--- src/rtl/nta_pkg.sv ---
// ----------------------------------------------------------------------------
// nta_pkg
// Types, codes and helpers shared by the member table allocator modules.
// ----------------------------------------------------------------------------
package nta_pkg;

    localparam int MAX_NODES_DEF = 16;
    localparam int MAX_LOGS_DEF  = 4;
    localparam int ID_WIDTH_DEF  = 11;
    localparam int SIZE_FIELDS   = 4;
    localparam int ID_UNIT_LOG2  = 6;

    // action codes
    localparam logic [1:0] ACT_JOIN    = 2'd0;
    localparam logic [1:0] ACT_KICK_ID = 2'd1;
    localparam logic [1:0] ACT_KICK_SL = 2'd2;

    // status codes
    localparam logic [2:0] ST_JOINED   = 3'd0;
    localparam logic [2:0] ST_MEMBER   = 3'd1;
    localparam logic [2:0] ST_NOROOM   = 3'd2;
    localparam logic [2:0] ST_KICKED   = 3'd3;
    localparam logic [2:0] ST_NOTFOUND = 3'd4;

    // register indexes
    localparam logic RIDX_RESERVED = 1'b0;
    localparam logic RIDX_LIMIT    = 1'b1;

    typedef enum logic [3:0] {
        S_IDLE,
        S_NEED,
        S_SCAN,
        S_GAP_FIND,
        S_GAP_EVAL,
        S_GAP_STEP,
        S_APPEND,
        S_MOVE,
        S_DONE
    } nta_state_t;

    // controller -> datapath
    typedef struct packed {
        logic load;        // capture input item
        logic need_step;   // add one log's demand
        logic scan_clr;    // reset the scan index
        logic scan_step;   // advance the scan index
        logic gap_init;    // start the gap walk
        logic gap_find;    // look for next range start
        logic gap_eval;    // evaluate the current gap
        logic append;      // write the new member
        logic move;        // copy last entry into the hit slot
        logic set_status;  // latch a status
        logic [2:0] status;
    } nta_cmd_t;

    // datapath -> controller
    typedef struct packed {
        logic [1:0] action;
        logic need_done;
        logic scan_done;
        logic scan_hit;
        logic full;
        logic gap_last;
        logic found;
    } nta_sts_t;

    // identifiers needed by one log
    function automatic logic [10:0] ids_for_size(input logic [15:0] sz);
        logic [10:0] q;
        q = {1'b0, sz[15:ID_UNIT_LOG2]};
        if (sz == 16'd0)
            ids_for_size = 11'd1;
        else if (sz[ID_UNIT_LOG2-1:0] != '0)
            ids_for_size = q + 11'd1;
        else
            ids_for_size = q;
    endfunction

endpackage

--- src/rtl/nta_ctrl.sv ---
// ----------------------------------------------------------------------------
// nta_ctrl
// Sequencer for the member table: duplicate scan, gap walk, append, kick.
// ----------------------------------------------------------------------------
module nta_ctrl
    import nta_pkg::*;
(
    input  logic     aclk,
    input  logic     aresetn,
    input  logic     in_beat,
    input  logic     out_free,
    input  nta_sts_t sts,
    output logic     busy,
    output logic     done,
    output nta_cmd_t cmd
);

    nta_state_t state_reg, state_next;

    // state register
    always_ff @(posedge aclk) begin
        if (!aresetn) begin
            state_reg <= S_IDLE;
        end else begin
            state_reg <= state_next;
        end
    end

    // next state
    always_comb begin
        state_next = state_reg;
        unique case (state_reg)
            S_IDLE: begin
                if (in_beat) state_next = S_NEED;
            end
            S_NEED: begin
                if (sts.action == ACT_JOIN) begin
                    if (sts.need_done) state_next = S_SCAN;
                end else begin
                    state_next = S_SCAN;
                end
            end
            S_SCAN: begin
                if (sts.action == ACT_JOIN) begin
                    if (sts.scan_hit) state_next = S_DONE;
                    else if (sts.scan_done) state_next = sts.full ? S_DONE : S_GAP_FIND;
                end else if (sts.action == ACT_KICK_ID || sts.action == ACT_KICK_SL) begin
                    if (sts.scan_hit) state_next = S_MOVE;
                    else if (sts.scan_done) state_next = S_DONE;
                end else begin
                    state_next = S_DONE;
                end
            end
            S_GAP_FIND: begin
                if (sts.scan_done) state_next = S_GAP_EVAL;
            end
            S_GAP_EVAL: begin
                state_next = S_GAP_STEP;
            end
            S_GAP_STEP: begin
                if (sts.gap_last) state_next = S_APPEND;
                else state_next = S_GAP_FIND;
            end
            S_APPEND: begin
                state_next = S_DONE;
            end
            S_MOVE: begin
                state_next = S_DONE;
            end
            S_DONE: begin
                if (out_free) state_next = S_IDLE;
            end
            default: state_next = S_IDLE;
        endcase
    end

    // command outputs
    always_comb begin
        cmd  = '0;
        busy = 1'b1;
        done = 1'b0;
        unique case (state_reg)
            S_IDLE: begin
                busy     = 1'b0;
                cmd.load = in_beat;
            end
            S_NEED: begin
                cmd.need_step = (sts.action == ACT_JOIN);
                cmd.scan_clr  = 1'b1;
            end
            S_SCAN: begin
                cmd.scan_step = 1'b1;
                if (sts.action == ACT_JOIN) begin
                    if (sts.scan_hit) begin
                        cmd.set_status = 1'b1;
                        cmd.status     = ST_MEMBER;
                    end else if (sts.scan_done) begin
                        cmd.scan_clr   = 1'b1;
                        cmd.gap_init   = 1'b1;
                        cmd.set_status = sts.full;
                        cmd.status     = ST_NOROOM;
                    end
                end else if (sts.action == ACT_KICK_ID || sts.action == ACT_KICK_SL) begin
                    if (sts.scan_hit) begin
                        cmd.set_status = 1'b1;
                        cmd.status     = ST_KICKED;
                    end else if (sts.scan_done) begin
                        cmd.set_status = 1'b1;
                        cmd.status     = ST_NOTFOUND;
                    end
                end else begin
                    cmd.set_status = 1'b1;
                    cmd.status     = ST_NOTFOUND;
                end
            end
            S_GAP_FIND: begin
                cmd.gap_find  = 1'b1;
                cmd.scan_step = 1'b1;
            end
            S_GAP_EVAL: begin
                cmd.gap_eval = 1'b1;
            end
            S_GAP_STEP: begin
                cmd.scan_clr = 1'b1;
            end
            S_APPEND: begin
                cmd.set_status = 1'b1;
                cmd.status     = sts.found ? ST_JOINED : ST_NOROOM;
                cmd.append     = sts.found;
            end
            S_MOVE: begin
                cmd.move = 1'b1;
            end
            S_DONE: begin
                done = 1'b1;
            end
            default: ;
        endcase
    end

endmodule

--- src/rtl/nta_dpath.sv ---
// ----------------------------------------------------------------------------
// nta_dpath
// Member table registers, demand adder and the ordered gap walk.
// The gap walk visits ranges in start order (ties by table index) by picking,
// each round, the smallest (start, index) pair above the previous one.
// ----------------------------------------------------------------------------
module nta_dpath
    import nta_pkg::*;
#(
    parameter int MAX_NODES = MAX_NODES_DEF,
    parameter int MAX_LOGS  = MAX_LOGS_DEF,
    parameter int ID_WIDTH  = ID_WIDTH_DEF
) (
    input  logic                 aclk,
    input  logic                 aresetn,
    input  nta_cmd_t             cmd,
    output nta_sts_t             sts,
    input  logic                 cfg_we,
    input  logic                 cfg_idx,
    input  logic [11:0]          cfg_data,
    input  logic [1:0]           in_action,
    input  logic [63:0]          in_board_id,
    input  logic [15:0]          in_slot,
    input  logic [7:0]           in_board_type,
    input  logic [2:0]           in_log_count,
    input  logic [4*16-1:0]      in_sizes,
    output logic [2:0]           res_status,
    output logic [10:0]          res_start,
    output logic [11:0]          res_end,
    output logic [7:0]           res_base,
    output logic [4:0]           res_count
);

    localparam int IW   = $clog2(MAX_NODES);
    localparam int IXW  = (IW < 1) ? 1 : IW;
    localparam int CW   = $clog2(MAX_NODES + 1);
    localparam int VW   = ID_WIDTH + 1;
    localparam int CAP  = (MAX_LOGS < SIZE_FIELDS) ? MAX_LOGS : SIZE_FIELDS;
    localparam logic [VW:0] TOP = (VW+1)'(1) << ID_WIDTH;

    // member table
    logic [63:0]         ids_reg   [MAX_NODES];
    logic [15:0]         slots_reg [MAX_NODES];
    logic [7:0]          types_reg [MAX_NODES];
    logic [VW-1:0]       starts_reg[MAX_NODES];
    logic [VW-1:0]       ends_reg  [MAX_NODES];
    logic [2:0]          lcnt_reg  [MAX_NODES];
    logic [7:0]          lbase_reg [MAX_NODES];
    logic [CW-1:0]       count_reg;
    logic [7:0]          next_log_reg;
    logic [VW-1:0]       rtop_reg;
    logic [VW-1:0]       limit_reg;

    // item and scratch
    logic [1:0]          act_reg;
    logic [63:0]         id_reg;
    logic [15:0]         slot_reg;
    logic [7:0]          type_reg;
    logic [2:0]          logs_reg;
    logic [4*16-1:0]     sizes_reg;
    logic [2:0]          nidx_reg;
    logic [VW+2:0]       need_reg;
    logic [CW-1:0]       scan_reg;
    logic [IXW-1:0]      hit_reg;
    logic [VW-1:0]       prev_reg;
    logic                have_last_reg;
    logic [VW-1:0]       last_start_reg;
    logic [IXW-1:0]      last_idx_reg;
    logic                cand_reg;
    logic [VW-1:0]       cand_start_reg;
    logic [IXW-1:0]      cand_idx_reg;
    logic                found_reg;
    logic [VW-1:0]       best_room_reg;
    logic [VW-1:0]       best_start_reg;
    logic [2:0]          status_reg;
    logic [10:0]         ostart_reg;
    logic [11:0]         oend_reg;
    logic [7:0]          obase_reg;

    logic [IXW-1:0]      sidx;
    logic                entry_hit;
    logic                after_last;
    logic                better;
    logic [VW-1:0]       gap_end;
    logic [VW-1:0]       room;
    logic [IXW-1:0]      last_ent;
    logic [2:0]          logs_cap;
    logic [15:0]         cur_size;

    assign sidx     = scan_reg[IXW-1:0];
    assign last_ent = IXW'(count_reg - CW'(1));
    assign logs_cap = (in_log_count > 3'(CAP)) ? 3'(CAP) : in_log_count;
    assign cur_size = sizes_reg[nidx_reg[1:0]*16 +: 16];

    // entry compare for the current scan index
    always_comb begin
        if (act_reg == ACT_KICK_SL) entry_hit = (slots_reg[sidx] == slot_reg);
        else entry_hit = (ids_reg[sidx] == id_reg);
    end

    // ordering of (start, index) pairs for the gap walk
    always_comb begin
        after_last = !have_last_reg ||
            (starts_reg[sidx] > last_start_reg) ||
            (starts_reg[sidx] == last_start_reg && sidx > last_idx_reg);
        better = !cand_reg || (starts_reg[sidx] < cand_start_reg);
    end

    assign gap_end = cand_reg ? starts_reg[cand_idx_reg] : limit_reg;
    assign room    = gap_end - prev_reg;

    always_comb begin
        sts             = '0;
        sts.action      = act_reg;
        sts.need_done   = (nidx_reg >= logs_reg);
        sts.scan_done   = (scan_reg >= count_reg);
        sts.scan_hit    = (scan_reg < count_reg) && entry_hit;
        sts.full        = (count_reg >= CW'(MAX_NODES));
        sts.gap_last    = !cand_reg;
        sts.found       = found_reg;
    end

    // configuration registers
    always_ff @(posedge aclk) begin
        if (!aresetn) begin
            rtop_reg  <= VW'(15);
            limit_reg <= VW'(((2047 > (1 << ID_WIDTH)) ? (1 << ID_WIDTH) : 2047));
        end else if (cfg_we) begin
            if (cfg_idx == RIDX_RESERVED) begin
                rtop_reg <= VW'(cfg_data[10:0] & 11'((1 << ID_WIDTH) - 1));
            end else if ({1'b0, cfg_data} > TOP[12:0]) begin
                limit_reg <= VW'(TOP);
            end else begin
                limit_reg <= VW'(cfg_data);
            end
        end
    end

    // control-state registers
    always_ff @(posedge aclk) begin
        if (!aresetn) begin
            count_reg    <= '0;
            next_log_reg <= '0;
        end else if (cmd.append) begin
            count_reg    <= count_reg + CW'(1);
            next_log_reg <= next_log_reg + 8'(logs_reg);
        end else if (cmd.move) begin
            count_reg    <= count_reg - CW'(1);
        end
    end

    // table writes: append or move last into the hit slot
    always_ff @(posedge aclk) begin
        if (cmd.append) begin
            ids_reg[IXW'(count_reg)]    <= id_reg;
            slots_reg[IXW'(count_reg)]  <= slot_reg;
            types_reg[IXW'(count_reg)]  <= type_reg;
            starts_reg[IXW'(count_reg)] <= best_start_reg;
            ends_reg[IXW'(count_reg)]   <= VW'(best_start_reg + need_reg[VW-1:0]);
            lcnt_reg[IXW'(count_reg)]   <= logs_reg;
            lbase_reg[IXW'(count_reg)]  <= next_log_reg;
        end else if (cmd.move) begin
            ids_reg[hit_reg]    <= ids_reg[last_ent];
            slots_reg[hit_reg]  <= slots_reg[last_ent];
            types_reg[hit_reg]  <= types_reg[last_ent];
            starts_reg[hit_reg] <= starts_reg[last_ent];
            ends_reg[hit_reg]   <= ends_reg[last_ent];
            lcnt_reg[hit_reg]   <= lcnt_reg[last_ent];
            lbase_reg[hit_reg]  <= lbase_reg[last_ent];
        end
    end

    // item capture, demand sum, scan and gap walk
    always_ff @(posedge aclk) begin
        if (cmd.load) begin
            act_reg   <= in_action;
            id_reg    <= in_board_id;
            slot_reg  <= in_slot;
            type_reg  <= in_board_type;
            logs_reg  <= logs_cap;
            sizes_reg <= in_sizes;
            nidx_reg  <= '0;
            need_reg  <= '0;
            ostart_reg <= '0;
            oend_reg  <= '0;
            obase_reg <= '0;
        end
        if (cmd.need_step && nidx_reg < logs_reg) begin
            need_reg <= need_reg + (VW+3)'(ids_for_size(cur_size));
            nidx_reg <= nidx_reg + 3'd1;
        end
        if (cmd.scan_clr) begin
            scan_reg <= '0;
            cand_reg <= 1'b0;
        end else if (cmd.scan_step && scan_reg < count_reg) begin
            scan_reg <= scan_reg + CW'(1);
            hit_reg  <= sidx;
        end
        if (cmd.gap_init) begin
            prev_reg      <= rtop_reg + VW'(1);
            have_last_reg <= 1'b0;
            found_reg     <= 1'b0;
            best_room_reg <= '0;
            best_start_reg <= '0;
        end
        if (cmd.gap_find && scan_reg < count_reg && after_last && better) begin
            cand_reg       <= 1'b1;
            cand_start_reg <= starts_reg[sidx];
            cand_idx_reg   <= sidx;
        end
        if (cmd.gap_eval) begin
            if (gap_end >= prev_reg && prev_reg < limit_reg &&
                {3'b0, room} >= need_reg && (!found_reg || room < best_room_reg)) begin
                found_reg      <= 1'b1;
                best_room_reg  <= room;
                best_start_reg <= prev_reg;
            end
            if (cand_reg) begin
                have_last_reg  <= 1'b1;
                last_start_reg <= cand_start_reg;
                last_idx_reg   <= cand_idx_reg;
                if (ends_reg[cand_idx_reg] > prev_reg) prev_reg <= ends_reg[cand_idx_reg];
            end
        end
        if (cmd.set_status) status_reg <= cmd.status;
        if (cmd.append) begin
            ostart_reg <= 11'(best_start_reg);
            oend_reg   <= 12'(best_start_reg + need_reg[VW-1:0]);
            obase_reg  <= next_log_reg;
        end
    end

    assign res_status = status_reg;
    assign res_start  = ostart_reg;
    assign res_end    = oend_reg;
    assign res_base   = obase_reg;
    assign res_count  = 5'(count_reg);

endmodule

--- src/rtl/node_table_id_range_allocator.sv ---
// ----------------------------------------------------------------------------
// node_table_id_range_allocator
// Member table with best-fit identifier range allocation.
// ----------------------------------------------------------------------------
// Input channel s_*: one beat per request (join, kick by id, kick by slot).
// Result channel m_*: exactly one beat per request, in order.
// Configuration: cfg_we/cfg_idx/cfg_data write reserved_top (0) or id_limit
// (1); write only while the block is idle.
// A kick scans the table of N members for its target. A join sums the demand
// of its L logs, scans for a duplicate and then walks the gaps: each gap step
// rescans the table for the next range start; a full table of sixteen
// refuses right after the duplicate scan.
// One item is worked on at a time; s_ready rises again once the result beat
// is taken. A stalled m_ready holds the result and the block.
// Reset clears the member count, log index, configuration and state; table
// entries are not cleared, only entries below the count are ever read.
// ----------------------------------------------------------------------------
module node_table_id_range_allocator
    import nta_pkg::*;
#(
    parameter int MAX_NODES = MAX_NODES_DEF,
    parameter int MAX_LOGS  = MAX_LOGS_DEF,
    parameter int ID_WIDTH  = ID_WIDTH_DEF
) (
    input  logic        aclk,
    input  logic        aresetn,
    input  logic        cfg_we,
    input  logic        cfg_idx,
    input  logic [11:0] cfg_data,
    input  logic        s_valid,
    output logic        s_ready,
    input  logic [1:0]  s_action,
    input  logic [63:0] s_board_id,
    input  logic [15:0] s_slot,
    input  logic [7:0]  s_board_type,
    input  logic [2:0]  s_log_count,
    input  logic [15:0] s_log_size_0,
    input  logic [15:0] s_log_size_1,
    input  logic [15:0] s_log_size_2,
    input  logic [15:0] s_log_size_3,
    output logic        m_valid,
    input  logic        m_ready,
    output logic [2:0]  m_status,
    output logic [10:0] m_range_start,
    output logic [11:0] m_range_end,
    output logic [7:0]  m_first_log_index,
    output logic [4:0]  m_node_count
);

    nta_cmd_t cmd;
    nta_sts_t sts;
    logic     busy;
    logic     done;

    assign s_ready = !busy;
    assign m_valid = done;

    nta_ctrl u_ctrl (
        .aclk     (aclk),
        .aresetn  (aresetn),
        .in_beat  (s_valid && s_ready),
        .out_free (m_ready),
        .sts      (sts),
        .busy     (busy),
        .done     (done),
        .cmd      (cmd)
    );

    nta_dpath #(
        .MAX_NODES (MAX_NODES),
        .MAX_LOGS  (MAX_LOGS),
        .ID_WIDTH  (ID_WIDTH)
    ) u_dpath (
        .aclk          (aclk),
        .aresetn       (aresetn),
        .cmd           (cmd),
        .sts           (sts),
        .cfg_we        (cfg_we),
        .cfg_idx       (cfg_idx),
        .cfg_data      (cfg_data),
        .in_action     (s_action),
        .in_board_id   (s_board_id),
        .in_slot       (s_slot),
        .in_board_type (s_board_type),
        .in_log_count  (s_log_count),
        .in_sizes      ({s_log_size_3, s_log_size_2, s_log_size_1, s_log_size_0}),
        .res_status    (m_status),
        .res_start     (m_range_start),
        .res_end       (m_range_end),
        .res_base      (m_first_log_index),
        .res_count     (m_node_count)
    );

endmodule

--- config.mk ---
export PLATFORM = sky130hd
export DESIGN_NAME = node_table_id_range_allocator
export DESIGN_NICKNAME = d
export VERILOG_FILES = /design/src/rtl/nta_pkg.sv /design/src/rtl/nta_ctrl.sv /design/src/rtl/nta_dpath.sv /design/src/rtl/node_table_id_range_allocator.sv
export SDC_FILE = /design/constraint.sdc
export NUM_CORES = 2
export LEC_CHECK = 0
export BUFFER_PORTS_ARGS = -buffer_cell sky130_fd_sc_hd__buf_2
export CORE_MARGIN = 2
export CORE_UTILIZATION = 63
export DETAILED_ROUTE_END_ITERATION = 16
export PLACE_DENSITY = 0.8
export RECOVER_POWER = 25
export REMOVE_ABC_BUFFERS = 1
export SLEW_MARGIN = 20
export SYNTH_ARGS = -nofsm -noshare
export SYNTH_HDL_FRONTEND = slang
export SYNTH_SLANG_ARGS = --single-unit
--- constraint.sdc ---
create_clock -name aclk -period 13.55 [get_ports aclk]
set_clock_uncertainty 0.1 [all_clocks]
set_input_delay 1.355 -clock aclk [delete_from_list [all_inputs] [get_ports aclk]]
set_output_delay 1.355 -clock aclk [all_outputs]
set_load 0.005 [all_outputs]
======== Word-level counts from Yosys, hierarchy flattened ========
Memory sizes are Yosys's and may differ from the RTL's. A register that Yosys moved wholly into a read port is not among the register bits.
Cells that the tools add are included.
operators by class
  magnitude comparators ................... 15
  shift-type cells ........................ 1
  reduce and logical (&&, ||, !) cells .... 38
  multiplexer cells ....................... 94
  bitwise gates (word level) .............. 2
  add/subtract/negate cells ............... 10
  eq/ne operators ......................... 19
operator list
  cell                     number
  $mux W12                 16
  $mux W4                  30
  $eq A64 B64 Y1           1
  $mux W64                 1
  $reduce_or A64 Y1        1
  $shiftx A64 B7 Y16       1
  $mux W11                 5
  $lt A12 B12 Y1           3
  $pmux W4 S8              1
  $mux W15                 2
  $mux W1                  28
  $gt A12 B12 Y1           2
  $reduce_or A12 Y1        2
  $eq A16 B16 Y1           1
  $eq A4 B3 Y1 const B     4
  $logic_not A16 Y1        1
  $mux W16                 1
  $mux W8                  2
  $reduce_or A16 Y1        1
  $add A15 B11 Y15         1
  $ge A12 B15 Y1           1
  $add A11 B1 Y12 const B  1
  $add A12 B12 Y12         1
  $eq A12 B12 Y1           1
  other kinds (40)         71
storage, ports and cells
  RAM bits ................................ 1664
  flip-flop bits (word level) ............. 321
  input port bits ......................... 175
  memories kept ........................... 4
memory list
  name                depth  bits a word  rd ports  clocked after memory_dff  write ports  line             text
  u_dpath.ids_reg     16     64           2         1                         1            nta_dpath.sv:42  logic [63:0] ids_reg [MAX_NODES];
  u_dpath.slots_reg   16     16           2         1                         1            nta_dpath.sv:43  logic [15:0] slots_reg [MAX_NODES];
  u_dpath.ends_reg    16     12           2         1                         1            nta_dpath.sv:46  logic [VW-1:0] ends_reg [MAX_NODES];
  u_dpath.starts_reg  16     12           3         2                         1            nta_dpath.sv:45  logic [VW-1:0] starts_reg[MAX_NODES];

======== Depth between registers and ports, before layout ========
  word-level depth ........................ 10
  mapped depth ............................ 27
  mapped depth without buffers ............ 23

======== Modules after synthesis ========
A second synthesis with hierarchy kept.
second synthesis, totals
  cell total of the unflattened synthesis .. 5070
  area, all modules ....................... 94524.4 um^2
by module, submodules not included
  module                         times used  area an instance (um^2)  cells each
  nta_dpath                      1           93988.9                  4995
  nta_ctrl                       1           525.5                    73
  node_table_id_range_allocator  1           10.0                     2

======== Worst setup path before layout ========
OpenSTA, ideal clock, no wires.
  kind .................................... register -> register
  start point ............................. register u_dpath.count_reg[0], in the netlist u_dpath.res_count[0]
  end point ............................... memory u_dpath.ends_reg[9][0] in the netlist's numbering, enable pin
  buffers on the path ..................... 3
  arrival ................................. 6.237 ns
  slack ................................... 6.645 ns
  stages on the path, launching flop included .. 7
  required time ........................... 12.882 ns
  cell sequence ........................... dfxtp_1 > clkbuf_1 > clkbuf_1 > buf_1 > inv_1 > o32a_1 > nor2_1
between the ends
  word-level cells in the longest chain between the ends .. 1
ends and longest elaborated chain
  element                   line              text
  start: declaration        nta_dpath.sv:49   logic [CW-1:0] count_reg;
  start signal: assignment  nta_dpath.sv:145  count_reg <= count_reg + CW'(1);
  start signal: assignment  nta_dpath.sv:148  count_reg <= count_reg - CW'(1);
  $mux W4 (no line)         --
  end: declaration          nta_dpath.sv:46
No other way between the ends.

======== Final worst setup path ========
  start point ............................. register u_ctrl.state_reg[1]
  end point ............................... memory u_dpath.ids_reg[10][33], enable pin
between the ends
  word-level cells in the longest chain between the ends .. 7
  elaborated cells between the ends (all ways) .. 12
  classes of those cells .................. eq/ne: 2; mux: 9; reduce/logical: 1
ends and longest elaborated chain
  element                                       line              text
  start: declaration                            nta_ctrl.sv:18    nta_state_t state_reg, state_next;
  start signal: assignment                      nta_ctrl.sv:25    state_reg <= state_next;
  $eq A4 B3 Y1                                  nta_ctrl.sv:82    unique case (state_reg)
  $mux W1                                       nta_ctrl.sv:82
  $mux W1 (2 in a row)                          --
  $mux W1 (not written as such)                 nta_dpath.sv:163  ids_reg[hit_reg] <= ids_reg[last_ent];
  $reduce_or A64 Y1 (no line)                   --
  $mux W4 (no line) or $mux W1 (tied branches)  --
  end: declaration                              nta_dpath.sv:42
Parallel ways exist; a longest one is shown, timed or not.

==> impl_results.rst <==
.. list-table::
   :header-rows: 1

   * - Metric
     - Value
   * - Outcome
     - finished, violations left
   * - Failing checks
     - capacitance limit, slew limit
   * - DRT Pass-1 Iters
     - 10
   * - FFs w/ async S/R, synth
     - 0%
   * - Startpoint of the tightest hold check path
     - u_dpath.cand_start_reg[2]
   * - Clock latency on the worst-skew pair
     - 840 ps
   * - Maxcap violations
     - 20
   * - Std-Cell Rows
     - 142
   * - Total Negative Setup Slacks
     - 0 ps
   * - Initial core utilization
     - 63.3%
   * - Achievable Freq
     - about 96 MHz
   * - Cell area after layout
     - about 100000 sq um
   * - TritonCTS clock tree
     - built
   * - Number of flip-flops in the largest register
     - 1024
   * - Via count
     - 54900
   * - Post-synthesis sequential area ratio
     - 62.2%
   * - Hold Path Class
     - reg2reg
   * - Worst hold slack
     - ~350 ps
   * - Slew margin rel.
     - -586%
   * - Combined global-route utilization of all metal layers
     - 32.9%
   * - Area growth syn-to-layout
     - 10.2%
   * - Sum of overflow across all layers after global routing
     - 0
   * - Hold-critical path endpoint
     - u_dpath.last_start_reg[2]
   * - Horiz. Die Dim
     - 392 microns
   * - Worst setup path class
     - reg2reg
   * - Fraction of the cycle the final worst path needs
     - ~77%
   * - CTS clk-pin slew, worst paths
     - 60 ps
   * - Count of input and output buffers
     - 207
   * - Number of antenna-violating nets in the routed design
     - 0
   * - Number of hold buffers added after CTS
     - 0
   * - Critical Path End Type
     - register
   * - Layout Cells excl Fill
     - 7470
   * - Overall routed net length
     - 249000 microns
   * - Hold violation count in the final report
     - 0
   * - Via count of the first global-routing pass
     - 55500
   * - Endpoint arrival time on the critical path
     - ~10000 ps
   * - Layout cell share with drive strength beyond 1
     - 28.0%
   * - Placed cells
     - 7093
   * - CTS resizes
     - 0
   * - Req. time, crit path
     - 13570 ps
   * - Clock Sink Count
     - 1993
   * - Power per cell area
     - 145 nW/um^2
   * - Critical path peak fanout
     - 104
   * - Minimum clock period
     - 10470 ps
   * - Number of top-level design ports
     - 216
   * - Number of enable flip-flop cells after synthesis
     - between 1500 and 2000
   * - Commonest register cell after synthesis
     - edfxtp_1
   * - Total die area
     - 153000 sq um
   * - Chip Height
     - 392 microns
   * - Final-report setup violation count
     - 0
   * - Number of cells traversed by the worst hold path
     - 0
   * - Last weighted congestion value of the routability-driven placer
     - 0.881
   * - Filler cell count in the final layout
     - 9013
   * - Yosys warnings
     - 0
   * - Core Area
     - 150000 sq um
   * - Launch point of the worst reg-to-reg path
     - u_ctrl.state_reg[1]
   * - Avg Inst Size Synth
     - 18.6 sq um
   * - Global-route wire length before repair
     - 366000 microns
   * - DR DRC count
     - 0
   * - CTS root buffer
     - clkbuf_16
   * - Flip-flop and latch count after synthesis
     - about 2000
   * - Least-Margin Pin Slew
     - 10290 ps
   * - Pin count of the biggest net entering global routing
     - 141
   * - Most used cells in the layout excluding fill and tap cells
     - edfxtp_1 (1901), mux4_2 (966), nand2_1 (391)
   * - Pins over their slew limit
     - 870
   * - Share of the core filled with cells in the final layout
     - 69.8%
   * - Most common cell after layout, fill and taps aside
     - edfxtp_1
   * - Maximum clock insertion buffer count
     - 3
   * - Worst setup SP type
     - register
   * - Largest vdd supply drop
     - 0.148 mV
   * - Number of antenna violations at the first check in global routing
     - 11
   * - Cell area after placement
     - 97900 sq um
   * - H-tree Lvls
     - 4
   * - Detailed placement HPWL
     - approximately 130000 microns
   * - Final #Nets
     - 5584
   * - Cell depth of the worst flop-to-flop path
     - 7
   * - Total leakage power
     - 32.0 nW
   * - Number of CTS-inserted buffers
     - 197
   * - Placement-stage worst setup slack
     - 5870 ps
   * - Post-Synthesis Cells
     - 5104
   * - Worst setup margin
     - 3080 ps
   * - Post CTS Setup Buffer Count
     - 0
   * - Via-per-instance ratio
     - 7.34
   * - Overall power
     - 15.1 mW
   * - Detailed router's first-iteration violation count
     - between 7000 and 8000
   * - Post-detailed-route wirelength per cell
     - 33.3 microns
   * - Worst flop-to-flop path endpoint
     - u_dpath.ids_reg[10][33]
   * - FF-to-FF setup slack
     - approximately 3000 ps
   * - Library cells used by synthesis
     - between 70 and 80
   * - Cell area after synthesis
     - 94700 sq um
   * - Unrepaired setup endpoints after global routing
     - false
[area by class of cell]
| class | count | area, sq um | share of cell area [%] |
|---|---|---|---|
| Inverter | 124 | 468 | 0.448 |
| Antenna cell | 3 | 7.51 | 0.00719 |
| Sequential cell | 1993 | 58900 | 56.4 |
| Timing Repair Buffer | 300 | 1840 | 1.76 |
| Tap cell | 2016 | 2520 | 2.42 |
| Multi-Input combinational cell | 2662 | 33900 | 32.5 |
| Clock inverter | 126 | 1460 | 1.39 |
| Clock buffer | 246 | 5250 | 5.03 |
[cells in the mapped netlist, types with 39 or more instances]
master / number / area share [%]
nand3_1: 43 / 0.23
nand2_1: 392 / 1.6
mux4_2: 966 / 23
xor2_1: 65 / 0.60
o21ai_0: 70 / 0.37
a21oi_1: 71 / 0.38
buf_1: 71 / 0.28
ha_1: 127 / 1.7
a22o_1: 39 / 0.36
clkbuf_1: 162 / 0.64
edfxtp_1: 1901 / 60
nor2_1: 104 / 0.41
dfxtp_1: 92 / 1.9
inv_1: 123 / 0.49
mux2i_1: 214 / 2.3
xnor2_1: 135 / 1.2
buf_2: 55 / 0.29
[power by group]
| group | switching (mW) | leakage, nW | internal, mW | total (mW) |
|---|---|---|---|---|
| Combinational | 1.23 | 11.1 | 0.622 | 1.85 |
| Sequential | 0.211 | 17.7 | 7.40 | 7.61 |
| Clock | 2.36 | 3.24 | 3.29 | 5.65 |
[worst max-delay path by stage]
stage / cells past startpoint / endpoint / start / slack, ps
finish: 7 / u_dpath.ids_reg[10][33] / u_ctrl.state_reg[1] / 3080
global placement: 14 / u_dpath.best_room_reg[2] / register / 5900
floorplan: 6 / u_dpath.ends_reg[0][1] / u_dpath.res_count[0] / -16990
CTS: 14 / u_dpath.best_room_reg[0] / register / 5780
detailed placement: 14 / u_dpath.best_room_reg[2] / register / 5870
global route: 3 / u_dpath.ids_reg[15][33] / u_dpath.res_count[0] / 2710
[critical path, cell delays in order, from the launching register on]
cell	delay [ps]
dfxtp_1	470
and3b_1	310
nor2b_1	210
nand2_1	560
nor2_1	320
a22oi_1	310
nor2_4	180
clkbuf_1	7110
[logic make-up after synthesis]
kind of cell             synth area share, %
AND/OR/NAND/NOR                         3.63
multiplexers                            25.9
adder cells (fa/ha/maj)                 1.76
XOR/XNOR                                1.85
AO/OA/AOI/OAI                           2.60
buffers and inverters                   2.07
flip-flops                              62.2
[layer usage]
layer  wire length [microns]  global-route usage [%]  up-vias
met2                  121000                    52.7     4240
met4                   10400                    13.0       14
met1                   87300                    44.5    28400
met5                     100                       0        -
met3                   29600                    7.52      676
li1                        -                       -    21600
Note: power is estimated with default switching activity, not from simulation.
